File: src/salc_pkg.sv
// Shared types and fixed geometry of the LRU cache tag store.
package salc_pkg;

    localparam int ADDR_W      = 32;
    localparam int CNT_W       = 32;
    localparam int TOTAL_LINES = 32;
    localparam int WAYS        = 4;
    localparam int SETS        = (TOTAL_LINES / WAYS > 0) ? (TOTAL_LINES / WAYS) : 1;
    localparam int SET_W       = (SETS > 1) ? $clog2(SETS) : 1;
    localparam int TAG_W       = ADDR_W - $clog2(SETS);
    localparam int WAY_W       = (WAYS > 1) ? $clog2(WAYS) : 1;
    localparam int RANK_W      = WAY_W;
    localparam int OUT_WAY_W   = 2;

    typedef logic [TAG_W-1:0]               t_tag;
    typedef logic [WAY_W-1:0]               t_way;
    typedef logic [RANK_W-1:0]              t_rank;
    typedef logic [SET_W-1:0]               t_set;
    typedef logic [WAYS-1:0][TAG_W-1:0]     t_tag_row;
    typedef logic [WAYS-1:0][RANK_W-1:0]    t_rank_row;

    // One memory row holds a whole set
    typedef struct packed {
        t_tag_row  tags;
        t_rank_row ranks;
    } t_row;

    typedef struct packed {
        logic hit;
        t_way way;
    } t_lookup;

endpackage

File: src/set_assoc_lru_cache_tag_store.sv
// Top level of the 4-way set-associative tag store with true LRU replacement.
// Accepting start enters S_LOOK; o_valid and the result are registered as S_LOOK ends.
// A new start is not accepted while busy, which is high for the cycle in which the
//   set row read from the single-port row memory is compared and written back.
// Reset (synchronous, active low) clears valid bits and counters; a set with no
//   valid way reads its LRU ranks as the reset order, so no clearing pass is run.
module set_assoc_lru_cache_tag_store
    import salc_pkg::*;
(
    input  logic                 i_clk,
    input  logic                 i_rst_n,
    input  logic                 start,
    output logic                 busy,
    input  logic [ADDR_W-1:0]    i_address,
    output logic                 o_valid,
    output logic                 o_hit,
    output logic [OUT_WAY_W-1:0] o_way,
    output logic [CNT_W-1:0]     o_hit_count,
    output logic [CNT_W-1:0]     o_access_count
);

    localparam logic S_IDLE = 1'b0;
    localparam logic S_LOOK = 1'b1;

    logic                       r_state;
    logic                       n_state;
    t_set                       r_set;
    t_tag                       r_tag;
    t_row                       r_rd_row;
    t_row                       r_mem [SETS];
    logic [SETS-1:0][WAYS-1:0]  r_valid;
    logic [CNT_W-1:0]           r_hits;
    logic [CNT_W-1:0]           r_accs;
    logic [CNT_W-1:0]           n_hits;
    logic [CNT_W-1:0]           n_accs;
    logic                       r_out_valid;
    logic                       r_hit;
    t_way                       r_way;

    logic                       w_accept;
    logic                       w_look;
    logic [WAYS-1:0]            w_set_valid;
    t_rank_row                  w_init_ranks;
    t_rank_row                  w_ranks;
    t_rank_row                  w_new_ranks;
    t_lookup                    w_res;
    t_row                       n_row;

    assign w_accept = start && !busy;
    assign w_look   = (r_state == S_LOOK);
    assign busy     = w_look;

    always_comb begin
        unique case (r_state)
            S_IDLE:  n_state = w_accept ? S_LOOK : S_IDLE;
            S_LOOK:  n_state = S_IDLE;
            default: n_state = S_IDLE;
        endcase
    end

    always_ff @(posedge i_clk) begin
        if (!i_rst_n) begin
            r_state <= S_IDLE;
        end else begin
            r_state <= n_state;
        end
    end

    always_ff @(posedge i_clk) begin
        if (w_accept) begin
            r_set <= i_address[SET_W-1:0];
            r_tag <= i_address[ADDR_W-1 -: TAG_W];
        end
    end

    // Row memory: read on accept, write back at the end of the lookup cycle
    always_ff @(posedge i_clk) begin
        if (w_accept) begin
            r_rd_row <= r_mem[i_address[SET_W-1:0]];
        end
        if (w_look) begin
            r_mem[r_set] <= n_row;
        end
    end

    assign w_set_valid = r_valid[r_set];

    always_comb begin
        for (int w = 0; w < WAYS; w++) begin
            w_init_ranks[w] = t_rank'(w);
        end
    end

    // A set never touched still holds its reset order
    assign w_ranks = (|w_set_valid) ? r_rd_row.ranks : w_init_ranks;

    salc_lookup u_lookup (
        .i_tag   (r_tag),
        .i_tags  (r_rd_row.tags),
        .i_ranks (w_ranks),
        .i_valid (w_set_valid),
        .o_res   (w_res),
        .o_ranks (w_new_ranks)
    );

    always_comb begin
        n_row.tags  = r_rd_row.tags;
        n_row.ranks = w_new_ranks;
        if (!w_res.hit) begin
            n_row.tags[w_res.way] = r_tag;
        end
    end

    assign n_hits = (w_res.hit && (r_hits != '1)) ? r_hits + CNT_W'(1) : r_hits;
    assign n_accs = (r_accs != '1) ? r_accs + CNT_W'(1) : r_accs;

    always_ff @(posedge i_clk) begin
        if (!i_rst_n) begin
            r_valid     <= '0;
            r_hits      <= '0;
            r_accs      <= '0;
            r_out_valid <= 1'b0;
        end else begin
            r_out_valid <= w_look;
            if (w_look) begin
                r_valid[r_set][w_res.way] <= 1'b1;
                r_hits                    <= n_hits;
                r_accs                    <= n_accs;
            end
        end
    end

    always_ff @(posedge i_clk) begin
        if (w_look) begin
            r_hit <= w_res.hit;
            r_way <= w_res.way;
        end
    end

    assign o_valid        = r_out_valid;
    assign o_hit          = r_hit;
    assign o_way          = OUT_WAY_W'(r_way);
    assign o_hit_count    = r_hits;
    assign o_access_count = r_accs;

    a_strobe_after_look: assert property (@(posedge i_clk) disable iff (!i_rst_n)
        r_out_valid |-> $past(r_state == S_LOOK))
        else $error("result strobe without a lookup cycle");

    a_one_cycle_busy: assert property (@(posedge i_clk) disable iff (!i_rst_n)
        busy |=> !busy)
        else $error("lookup held busy for more than one cycle");

    a_used_way_mru: assert property (@(posedge i_clk) disable iff (!i_rst_n)
        w_look |-> (w_new_ranks[w_res.way] == '0))
        else $error("used way not made most recently used");

    a_access_step: assert property (@(posedge i_clk) disable iff (!i_rst_n)
        o_valid |-> ((o_access_count == $past(o_access_count) + CNT_W'(1))
                     || (o_access_count == '1)))
        else $error("access counter did not advance by one");

    a_hits_bounded: assert property (@(posedge i_clk) disable iff (!i_rst_n)
        o_hit_count <= o_access_count)
        else $error("hit count above access count");

endmodule

File: src/salc_lookup.sv
// Tag compare, victim choice and LRU rank update for one set.
module salc_lookup
    import salc_pkg::*;
(
    input  t_tag             i_tag,
    input  t_tag_row         i_tags,
    input  t_rank_row        i_ranks,
    input  logic [WAYS-1:0]  i_valid,
    output t_lookup          o_res,
    output t_rank_row        o_ranks
);

    logic  w_hit;
    logic  w_free;
    t_way  w_hit_way;
    t_way  w_free_way;
    t_way  w_lru_way;
    t_way  w_way;
    t_rank w_old_rank;

    // Descending scan so the lowest-numbered way wins
    always_comb begin
        w_hit      = 1'b0;
        w_free     = 1'b0;
        w_hit_way  = '0;
        w_free_way = '0;
        w_lru_way  = '0;
        for (int w = WAYS - 1; w >= 0; w--) begin
            if (i_valid[w] && (i_tags[w] == i_tag)) begin
                w_hit     = 1'b1;
                w_hit_way = t_way'(w);
            end
            if (!i_valid[w]) begin
                w_free     = 1'b1;
                w_free_way = t_way'(w);
            end
            if (i_ranks[w] == t_rank'(WAYS - 1)) begin
                w_lru_way = t_way'(w);
            end
        end
    end

    assign w_way      = w_hit ? w_hit_way : (w_free ? w_free_way : w_lru_way);
    assign w_old_rank = i_ranks[w_way];
    assign o_res      = '{hit: w_hit, way: w_way};

    // Used way becomes MRU; younger ways age by one
    always_comb begin
        for (int w = 0; w < WAYS; w++) begin
            if (t_way'(w) == w_way) begin
                o_ranks[w] = '0;
            end else if (i_ranks[w] < w_old_rank) begin
                o_ranks[w] = i_ranks[w] + t_rank'(1);
            end else begin
                o_ranks[w] = i_ranks[w];
            end
        end
    end

endmodule
File: config.mk
export PLATFORM = sky130hd
export DESIGN_NAME = set_assoc_lru_cache_tag_store
export DESIGN_NICKNAME = d
export VERILOG_FILES = /design/src/salc_pkg.sv /design/src/set_assoc_lru_cache_tag_store.sv /design/src/salc_lookup.sv
export SDC_FILE = /design/constraint.sdc
export NUM_CORES = 1
export LEC_CHECK = 0
export BUFFER_PORTS_ARGS = -buffer_cell sky130_fd_sc_hd__buf_2
export CAP_MARGIN = 0
export CORE_MARGIN = 2
export CORE_UTILIZATION = 60
export CTS_CLUSTER_SIZE = 14
export DETAILED_ROUTE_END_ITERATION = 8
export MAX_ROUTING_LAYER = met4
export PLACE_DENSITY = 0.86
export REMOVE_ABC_BUFFERS = 1
export SLEW_MARGIN = 20
export SYNTH_ARGS = -nofsm -noshare
export SYNTH_HDL_FRONTEND = slang
export SYNTH_SLANG_ARGS = --single-unit
File: constraint.sdc
create_clock -name i_clk -period 12 [get_ports i_clk]
set_input_delay 0 -clock i_clk [delete_from_list [all_inputs] [get_ports i_clk]]
set_output_delay 0 -clock i_clk [all_outputs]
set_load 0.005 [all_outputs]
==> results of run 1 <==
-- cell families (layout without fill, tap and decap cells) --
kind of cell             after synthesis  after routing  share of synthesized area, %
adder cells (fa/ha/maj)               10             10                        0.2529
flip-flops                          1249           1249                         73.81
AO/OA/AOI/OAI                         87             87                         1.039
XOR/XNOR                             166            166                         2.938
AND/OR/NAND/NOR                      321            321                         3.242
buffers and inverters                159            429                         1.307
multiplexers                         509            509                         17.41
-- layout make-up --
type	instances	share of cell area [%]
clock buffer	151	5.674
clock inverter	70	1.261
inverter	25	0.1691
multi-input combinational	1093	22.35
sequential	1249	65.83
tap	1070	2.413
timing repair buffer	183	2.303
-- state kept, by name (all words and copies together), names as in the netlist, 2 cells and up --
| register | flops |
|---|---|
| r_set | 3 |
| o_hit_count | 32 |
| o_way | 2 |
| r_mem | 992 |
| r_valid | 32 |
| o_access_count | 32 |
| r_tag | 29 |
| r_rd_row | 124 |
-- per-layer routing --
layer	wire length [µm]	up-vias
li1	-	10353
met1	40980	13306
met2	55760	1499
met3	9849	283
met4	4432	0
met5	0	-
-- critical path, cell delays in order (launching register included) --
cell and delay [ps]:
edfxtp_1 840, mux4_2 600, mux2i_1 430, nand3_1 170, nor2_1 420, or2_2 240
ha_1 170, inv_1 40, a21oi_1 140, nor2_1 60, o311ai_0 600, a21oi_2 240
o21ai_0 460, mux2_2 390, o21ai_0 500, ha_1 310, nor2_1 60, a221oi_1 450
mux2i_1 600
-- worst max path at each step --
| stage | cells after the start | slack (ps) | to | start |
|---|---|---|---|---|
| after floorplan | 4 | 1890 | r_valid[0]$_SDFFE_PN0P_ | r_set[0]$_DFFE_PP_ |
| after global placement | 18 | 5500 | r_mem[2][4]$_DFFE_PP_ | r_set[1]$_DFFE_PP_ |
| after detailed placement | 18 | 5150 | r_mem[2][4]$_DFFE_PP_ | r_set[1]$_DFFE_PP_ |
| after CTS | 18 | 5080 | r_mem[6][5]$_DFFE_PP_ | r_set[1]$_DFFE_PP_ |
| after global routing | 18 | 4500 | r_mem[1][6]$_DFFE_PP_ | r_set[1]$_DFFE_PP_ |
| final | 18 | 4970 | r_mem[4][5]$_DFFE_PP_ | r_set[1]$_DFFE_PP_ |
-- per-stage QoR --
step | hold slack (ps) | util [%]
2_1_floorplan | 98.87 | -
3_3_place_gp | 176.3 | 62.60
3_5_place_dp | 178.6 | 62.60
4_1_cts | 0.3028 | 67.78
5_1_grt | 0.9778 | 67.79
6_report | 18.14 | 67.79
-- power breakdown --
group | switching [µW] | internal, µW | leakage (µW)
combinational | 258 | 191 | 0.00478
sequential | 63.0 | 4870 | 0.0112
clock | 1590 | 2090 | 0.00188
total | 1910 | 7150 | 0.0179
-- synth_stat cells (13+ instances only) --
master / instances / area share, %
a21oi_1: 48 / 0.49
xor2_1: 76 / 1.3
buf_1: 28 / 0.21
mux2_2: 227 / 5.2
nor4_1: 23 / 0.29
nand2_1: 45 / 0.34
dfxtp_1: 98 / 4.0
o21ai_0: 19 / 0.19
buf_2: 13 / 0.13
nand4_1: 27 / 0.34
edfxtp_1: 1151 / 70
nand3_1: 25 / 0.25
nor2_1: 110 / 0.83
mux4_2: 254 / 12
clkbuf_1: 88 / 0.67
nor3_1: 29 / 0.29
xnor2_1: 90 / 1.6
inv_1: 25 / 0.19
or3_1: 15 / 0.19
==> impl_metrics.csv, run 1 <==
group,metric,value,unit
grt,grt_overflow_total,0,
hold_path,hp-start,"i_address[10]",
critical_path,r2r.worst_path.cells,18,
critical_path,cp-end-kind,"flip-flop",
cells_and_area,insertedDiodeCount,0,
cells_and_area,drive_gt1_share,30.03,%
grt,grt_util_met3,4.574,%
critical_path,critPathLaunchType,"flip-flop",
placement,dp_cells,3581,
yosys,synth_flop_cell,"edfxtp_1",
cells_and_area,final_area,55480,µm²
yosys,ys_warn_count,0,
grt,top_usage_layer,"met2",
critical_path,required,12400,ps
critical_path,ff2ff_setup_slack,4970,ps
floorplanning,start_util,60.46,%
cts,ctsResizeCount,0,
placement,dpl.hpwl,56.18,mm
timing,post-route-period-util,58.58,%
grt,met2_usage,44.09,%
detailed_routing,drcViolationCount,0,
yosys,synth_cell_types,55,
cells_and_area,layout_commonest_cell,"edfxtp_1",
floorplanning,num_rows,105,
detailed_routing,detail_route.wl_per_cell,28.90,µm
cts,cts.htree.levels,3,
hold_path,hold_depth,2,
cells_and_area,multi_input_comb_area,12400,µm²
timing,worst_slack,4970,ps
timing,worst_slew_pin_slew,1136,ps
timing,min_period,7030,ps
cells_and_area,syn2layout_area_growth,12.12,%
timing,hold_violations,0,
floorplanning,io_pins,104,
cts,insertion_delay,710,ps
pwr,power.total,9065,µW
placement,gp_congestion,0.8463,
yosys,synthArstFlopShare,0,%
cts,clock_sinks,1249,
timing,maxSlewViolCount,0,
cells_and_area,final_cell_mix,"edfxtp_1 (1151), mux4_2 (254), mux2_2 (227), clkbuf_16 (119), nor2_1 (104)",
yosys,syn-cell-area,49480,µm²
critical_path,cp.arrival,7430,ps
cts,cts_setup_buffers,0,
outcome,status,"finished clean",
timing,grt_setup_unrepaired,"false",
grt,grt_max_degree,129,
cells_and_area,final_nets,2715,
hold_path,whs_endpoint,"r_tag[7]$_DFFE_PP_",
floorplanning,die_w,291.2,µm
detailed_routing,dr_total_vias,25441,
floorplanning,die-area,84790,µm²
yosys,ys_seq_elements,1249,
run,maxCapViolations,0,
detailed_routing,routed_wl,111.0,mm
timing,setup_tns,0,ps
yosys,syn_avg_cell_area,19.79,µm²
grt,grt_use_total,27.25,%
critical_path,r2r_start,"r_set[1]$_DFFE_PP_",
detailed_routing,dr.first_iter.drc_count,2653,
detailed_routing,first_pass_iters,5,
cts,clkTransAtPathRegs,60,ps
floorplanning,core,81850,µm²
grt,grt_pass1_vias,26123,
cts,cts_made_buffers,118,
cells_and_area,seqCellArea,36530,µm²
placement,portBuffers,103,
detailed_routing,antenna_left,0,
floorplanning,die_h,291.2,µm
placement,place_ws,5153,ps
timing,slew_headroom,24.24,%
grt,antenna_found_initial,0,
yosys,synthCells,2501,
detailed_routing,vias_per_cell,6.624,
cts,clockRootBuffer,"clkbuf_16",
grt,grt_pass1_wl,166.4,mm
cells_and_area,fin_cells,3841,
cts,tritoncts,"done",
pwr,powerDensity,163.4,nW/µm²
grt,grtUsageMet1,35.12,%
yosys,yosysSeqAreaShare,73.81,%
pwr,irDropWorstVdd,131.5,µV
yosys,synth_edf_count,1151,
hold_path,hold_path_class,"primary input to flip-flop",
cts,cts_hold_buf,39,
timing,clock.fmax,142.2,MHz
cells_and_area,fill_cells,4682,
timing,skew,41.40,ps
pwr,p_leak,0.01790,µW
placement,placed_cell_area,51240,µm²
critical_path,critPathKind,"flip-flop to flip-flop",
critical_path,r2r-end,"r_mem[4][5]$_DFFE_PP_",
timing,setup-violations-final,0,
cts,clock_path_buffers,3,
critical_path,worstPathMaxFanout,17,
Power figures use the tool's default switching activity.
==> run 2: changes to the inputs <==
- clock period: 12 -> 7.2 ns (I/O delays scaled with it)
==> impl_metrics.csv, run 2 (synthesis results as in run 1) <==
group,metric,value,unit
critical_path,r2r-end,"r_mem[2][4]$_DFFE_PP_",
cts,clock_path_buffers,3,
grt,antenna_found_initial,1,
cts,clkTransAtPathRegs,70,ps
timing,clock.fmax,146.1,MHz
floorplanning,die_h,291.2,µm
pwr,power.total,15140,µW
critical_path,ff2ff_setup_slack,360,ps
cells_and_area,multi_input_comb_area,12400,µm²
cells_and_area,final_nets,2715,
detailed_routing,antenna_left,0,
grt,grt_overflow_total,0,
detailed_routing,first_pass_iters,5,
hold_path,hold_path_class,"primary input to flip-flop",
critical_path,critPathLaunchType,"flip-flop",
timing,skew,23.96,ps
critical_path,cp-end-kind,"flip-flop",
detailed_routing,routed_wl,110.6,mm
cts,cts_made_buffers,117,
critical_path,critPathKind,"flip-flop to flip-flop",
timing,worst_slew_pin_slew,1171,ps
detailed_routing,dr.first_iter.drc_count,2796,
detailed_routing,vias_per_cell,6.604,
critical_path,required,7600,ps
critical_path,cp_cell_sequence,"buf_4, mux4_2, mux2i_1, nand3_1, nor2_1, or2_2, ha_1, inv_1, a21oi_1, nor2_1, o311ai_0, a21oi_2, o21ai_0, mux2_2, o21ai_0, ha_1, nor2_1, a221oi_1, mux2i_1",
grt,grt_pass1_vias,26126,
critical_path,max_stage_delay,650,ps
timing,timing.hold.ws,26.93,ps
cts,ctsResizeCount,0,
cells_and_area,largest_register_ffs,992,
timing,post-route-period-util,95.07,%
critical_path,worstPathMaxFanout,8,
cells_and_area,largest_register,"r_mem",
timing,slew_headroom,21.96,%
floorplanning,num_rows,105,
run,maxCapViolations,0,
floorplanning,io_pins,104,
placement,portBuffers,103,
detailed_routing,drcViolationCount,0,
cts,clock_sinks,1249,
pwr,p_leak,0.01792,µW
hold_path,hold_depth,2,
cells_and_area,final_util,67.80,%
floorplanning,core,81850,µm²
critical_path,cpMostUsedCell,"nor2_1",
critical_path,cp.arrival,7250,ps
cts,tritoncts,"done",
grt,grt_pass1_wl,164.2,mm
cts,clockRootBuffer,"clkbuf_16",
grt,grt_max_degree,160,
timing,min_period,6845,ps
timing,hold_violations,0,
critical_path,crit_buf_inv,2,
placement,gp_congestion,0.8562,
outcome,status,"finished clean",
cells_and_area,final_cell_mix,"edfxtp_1 (1151), mux4_2 (254), mux2_2 (227), clkbuf_16 (122), nor2_1 (104)",
timing,worst_slack,355.1,ps
timing,maxSlewViolCount,0,
detailed_routing,detail_route.wl_per_cell,28.82,µm
hold_path,whs_endpoint,"r_tag[5]$_DFFE_PP_",
critical_path,cp_top_family,"compound AO/OA/AOI/OAI gates",
cts,cts.htree.levels,3,
placement,dpl.hpwl,57.32,mm
floorplanning,die-area,84790,µm²
critical_path,r2r.worst_path.cells,19,
pwr,irDropWorstVdd,217.3,µV
cells_and_area,seqCellArea,36530,µm²
cells_and_area,syn2layout_area_growth,12.14,%
critical_path,cp.depth,19,
cells_and_area,drive_gt1_share,30.09,%
timing,setup-violations-final,0,
floorplanning,start_util,60.46,%
placement,place_ws,405.0,ps
cts,insertion_delay,690,ps
pwr,powerDensity,272.9,nW/µm²
cells_and_area,reg.largest.list,"r_mem (992), r_rd_row (124)",
timing,setup_tns,0,ps
timing,grt_setup_unrepaired,"false",
hold_path,hp-start,"i_address[8]",
cells_and_area,fill_cells,4710,
grt,grt_use_total,26.97,%
detailed_routing,dr_total_vias,25351,
cells_and_area,layout_commonest_cell,"edfxtp_1",
floorplanning,die_w,291.2,µm
critical_path,r2r_start,"r_set[1]$_DFFE_PP_",
critical_path,cp_slowest_cell,"o311ai_0",
-- run 2: cell types whose count changed in the layout (fill, tap and decap cells not counted), moves of 2 or more --
cell,before,now
clkinv_16,2,0
clkbuf_16,119,122
clkinv_1,22,19
dlygate4sd3_1,39,37
clkbuf_8,5,8
inv_16,0,3
buf_4,38,42
clkinv_2,24,20
clkinv_4,3,0
inv_6,2,0
-- run 2: layout make-up --
class	count	area share [%]
tap	1070	2.413
clock buffer	159	5.898
antenna	1	0.004509
clock inverter	58	1.071
multi-input combinational	1093	22.34
timing repair buffer	184	2.284
inverter	25	0.1691
sequential	1249	65.82
-- run 2: how the worst max path moves through the flow --
| stage | start | endpoint |
|---|---|---|
| finish | r_set[1]$_DFFE_PP_ | r_mem[2][4]$_DFFE_PP_ |
| detailed placement | r_set[1]$_DFFE_PP_ | r_mem[7][4]$_DFFE_PP_ |
| global route | r_set[2]$_DFFE_PP_ | r_mem[2][5]$_DFFE_PP_ |
| floorplan | r_set[0]$_DFFE_PP_ | r_valid[0]$_SDFFE_PN0P_ |
| global placement | r_set[1]$_DFFE_PP_ | r_mem[2][4]$_DFFE_PP_ |
| CTS | r_set[1]$_DFFE_PP_ | r_mem[6][4]$_DFFE_PP_ |
-- run 2: per-stage QoR --
step	cells	cell area, µm²
after floorplan	2367	48930
after global placement	3580	51220
after detailed placement	3580	51220
after CTS	3834	55450
after global routing	3839	55490
final	3839	55490
-- run 2: what timing repair did --
item | 4_1_cts | 5_1_grt
setup endpoints to repair | 0 | 56
endpoints found under the hold margin | 35 | 0
buffers inserted | 0 | 4
hold buffers | 37 | 0
-- run 2: worst reg2reg max path, cell delays in order, from the launching register on --
cell      delay, ps
edfxtp_1        520
buf_4           200
mux4_2          520
mux2i_1         360
nand3_1         170
nor2_1          390
or2_2           240
ha_1            180
inv_1            40
a21oi_1         140
nor2_1           60
o311ai_0        650
a21oi_2         250
o21ai_0         440
mux2_2          390
o21ai_0         510
ha_1            310
nor2_1           70
a221oi_1        540
mux2i_1         580
-- run 2: where the power goes --
part           switching (µW)  internal [µW]
logic                     431            319
clock network            2630           3550
registers                 103           8110
-- run 2: routing by layer --
layer	vias to the layer above	track usage, %	share of wire (%)
li1	10360	-	-
met1	13095	34.56	37
met2	1606	43.15	50
met3	290	5.673	9.8
met4	0	9.908	3.7
met5	-	-	0
==> run 3: changes to the inputs <==
- MAX_ROUTING_LAYER: met4 -> default
==> impl_metrics.csv, run 3 (synthesis results as in run 1) <==
group,metric,value,unit
timing,setup-violations-final,0,
grt,grt_pass1_vias,26142,
cells_and_area,reg.largest.list,"r_mem (992), r_rd_row (124)",
timing,slew_headroom,22.77,%
pwr,p_comb_share,5.0,%
timing,post-route-period-util,94.40,%
cells_and_area,syn2layout_area_growth,12.14,%
timing,maxSlewViolCount,0,
detailed_routing,dr_total_vias,25397,
timing,grt_setup_unrepaired,"false",
cts,insertion_delay,690,ps
floorplanning,die-area,84790,µm²
cells_and_area,drive_gt1_share,30.09,%
critical_path,r2r_start,"r_set[2]$_DFFE_PP_",
cells_and_area,fin_cells,3838,
cts,cts_made_buffers,117,
floorplanning,core,81850,µm²
cells_and_area,largest_register,"r_mem",
placement,gp_congestion,0.8430,
critical_path,cpMostUsedCell,"nor2_1",
pwr,switchingPower,3159,µW
critical_path,cp-end-kind,"flip-flop",
detailed_routing,first_pass_iters,6,
detailed_routing,drcViolationCount,0,
detailed_routing,detail_route.wl_per_cell,28.82,µm
cells_and_area,layout_commonest_cell,"edfxtp_1",
critical_path,critPathLaunchType,"flip-flop",
pwr,p_int,11980,µW
hold_path,hold_depth,2,
cells_and_area,final_nets,2715,
pwr,p_sw_share,20.87,%
critical_path,worstPathMaxFanout,14,
critical_path,ff2ff_setup_slack,400,ps
grt,antenna_found_initial,1,
pwr,powerDensity,272.7,nW/µm²
placement,dp_cells,3580,
grt,grt_overflow_total,0,
cts,tritoncts,"done",
critical_path,r2r.worst_path.cells,18,
timing,worst_slew_pin_slew,1158,ps
cells_and_area,largest_register_ffs,992,
critical_path,critPathKind,"flip-flop to flip-flop",
critical_path,cp_slowest_cell,"edfxtp_1",
hold_path,hp-start,"i_address[4]",
cts,clkTransAtPathRegs,60,ps
pwr,irDropWorstVdd,215.8,µV
grt,grt_use_total,26.15,%
critical_path,cp_cell_sequence,"mux4_2, mux2i_1, nand3_1, nor2_1, or2_2, ha_1, inv_1, a21oi_1, nor2_1, o311ai_0, a21oi_2, o21ai_0, mux2_2, o21ai_0, ha_1, nor2_1, a221oi_1, mux2i_1",
timing,clock.fmax,147.1,MHz
placement,dpl.hpwl,57.32,mm
timing,min_period,6797,ps
placement,portBuffers,103,
critical_path,cp_top_family,"compound AO/OA/AOI/OAI gates",
pwr,clockPowerShare,40.8,%
floorplanning,io_pins,104,
grt,grt_pass1_wl,164.3,mm
timing,skew,22.50,ps
critical_path,cp.arrival,7200,ps
timing,setup_tns,0,ps
detailed_routing,routed_wl,110.6,mm
critical_path,max_stage_delay,750,ps
cts,clock_path_buffers,3,
outcome,status,"finished clean",
cells_and_area,insertedDiodeCount,0,
detailed_routing,antenna_left,0,
hold_path,hold_path_class,"primary input to flip-flop",
critical_path,cp.depth,18,
run,maxCapViolations,0,
cts,cts.htree.levels,3,
pwr,p_leak,0.01792,µW
pwr,seqPwrFrac,54.3,%
detailed_routing,vias_per_cell,6.617,
detailed_routing,dr.first_iter.drc_count,2714,
cts,clock_sinks,1249,
critical_path,required,7610,ps
critical_path,crit_buf_inv,1,
floorplanning,die_h,291.2,µm
cts,clockRootBuffer,"clkbuf_16",
floorplanning,start_util,60.46,%
grt,grt_max_degree,160,
floorplanning,die_w,291.2,µm
critical_path,cp-startpoint,"r_set[2]$_DFFE_PP_",
pwr,power.total,15130,µW
timing,hold_violations,0,
floorplanning,num_rows,105,
cells_and_area,final_cell_mix,"edfxtp_1 (1151), mux4_2 (254), mux2_2 (227), clkbuf_16 (122), nor2_1 (104)",
## run 3: changes by cell type in the layout (fill, tap and decap cells not counted), sizes merged
cell   change
diode      -1
## run 3: routing by layer
layer | track usage (%) | up-vias | part of all wire (%)
met5 | 0 | - | 0.011
li1 | - | 10357 | -
met1 | 34.64 | 13151 | 37
met3 | 5.696 | 289 | 9.8
met2 | 42.99 | 1598 | 50
met4 | 10.02 | 2 | 3.9
## run 3: metrics by stage
stage | utilization, % | instance area, µm² | hold WS, ps | setup slack, ps
global placement | 62.58 | 51220 | 176.3 | 833.3
floorplan | - | 48930 | 98.87 | -2907
finish | 67.80 | 55490 | 26.25 | 403.4
CTS | 67.75 | 55450 | 0.5888 | 337.8
global route | 67.80 | 55490 | 18.38 | 57.82
detailed placement | 62.58 | 51220 | 178.1 | 405.0
## run 3: worst paths after layout
kind | end
min | r_tag[1]$_DFFE_PP_
max reg2reg | r_mem[6][4]$_DFFE_PP_
min reg2reg | r_valid[16]$_SDFFE_PN0P_
max | r_mem[6][4]$_DFFE_PP_
## run 3: timing repair
item	4_1_cts	5_1_grt
gates resized for setup	0	0
hold buffers	37	0
setup endpoints to repair	0	56
endpoints found under the hold margin	35	0
setup buffers	0	4
## run 3: power groups by stage
stage               Combinational (µW)  Sequential [µW]  Clock [µW]
floorplan                          436             8340           0
global placement                   679             8350           0
detailed placement                 716             8360           0
CTS                                749             8210        6240
global route                       801             8220        6500
finish                             750             8210        6170
## run 3: layout make-up
class | instances | area [µm²]
Clock buffer | 159 | 3273
Clock inverter | 58 | 594.3
Fill cell | 4711 | 26360
Sequential cell | 1249 | 36530
Tap cell | 1070 | 1339
Inverter | 25 | 93.84
Timing Repair Buffer | 184 | 1267
Multi-Input combinational cell | 1093 | 12400
## run 3: worst reg2reg max path, cell delays in order (launching register included)
cell	delay, ps
edfxtp_1	750
mux4_2	400
mux2i_1	460
nand3_1	190
nor2_1	380
or2_2	230
ha_1	180
inv_1	40
a21oi_1	140
nor2_1	60
o311ai_0	650
a21oi_2	240
o21ai_0	450
mux2_2	390
o21ai_0	480
ha_1	310
nor2_1	70
a221oi_1	510
mux2i_1	560
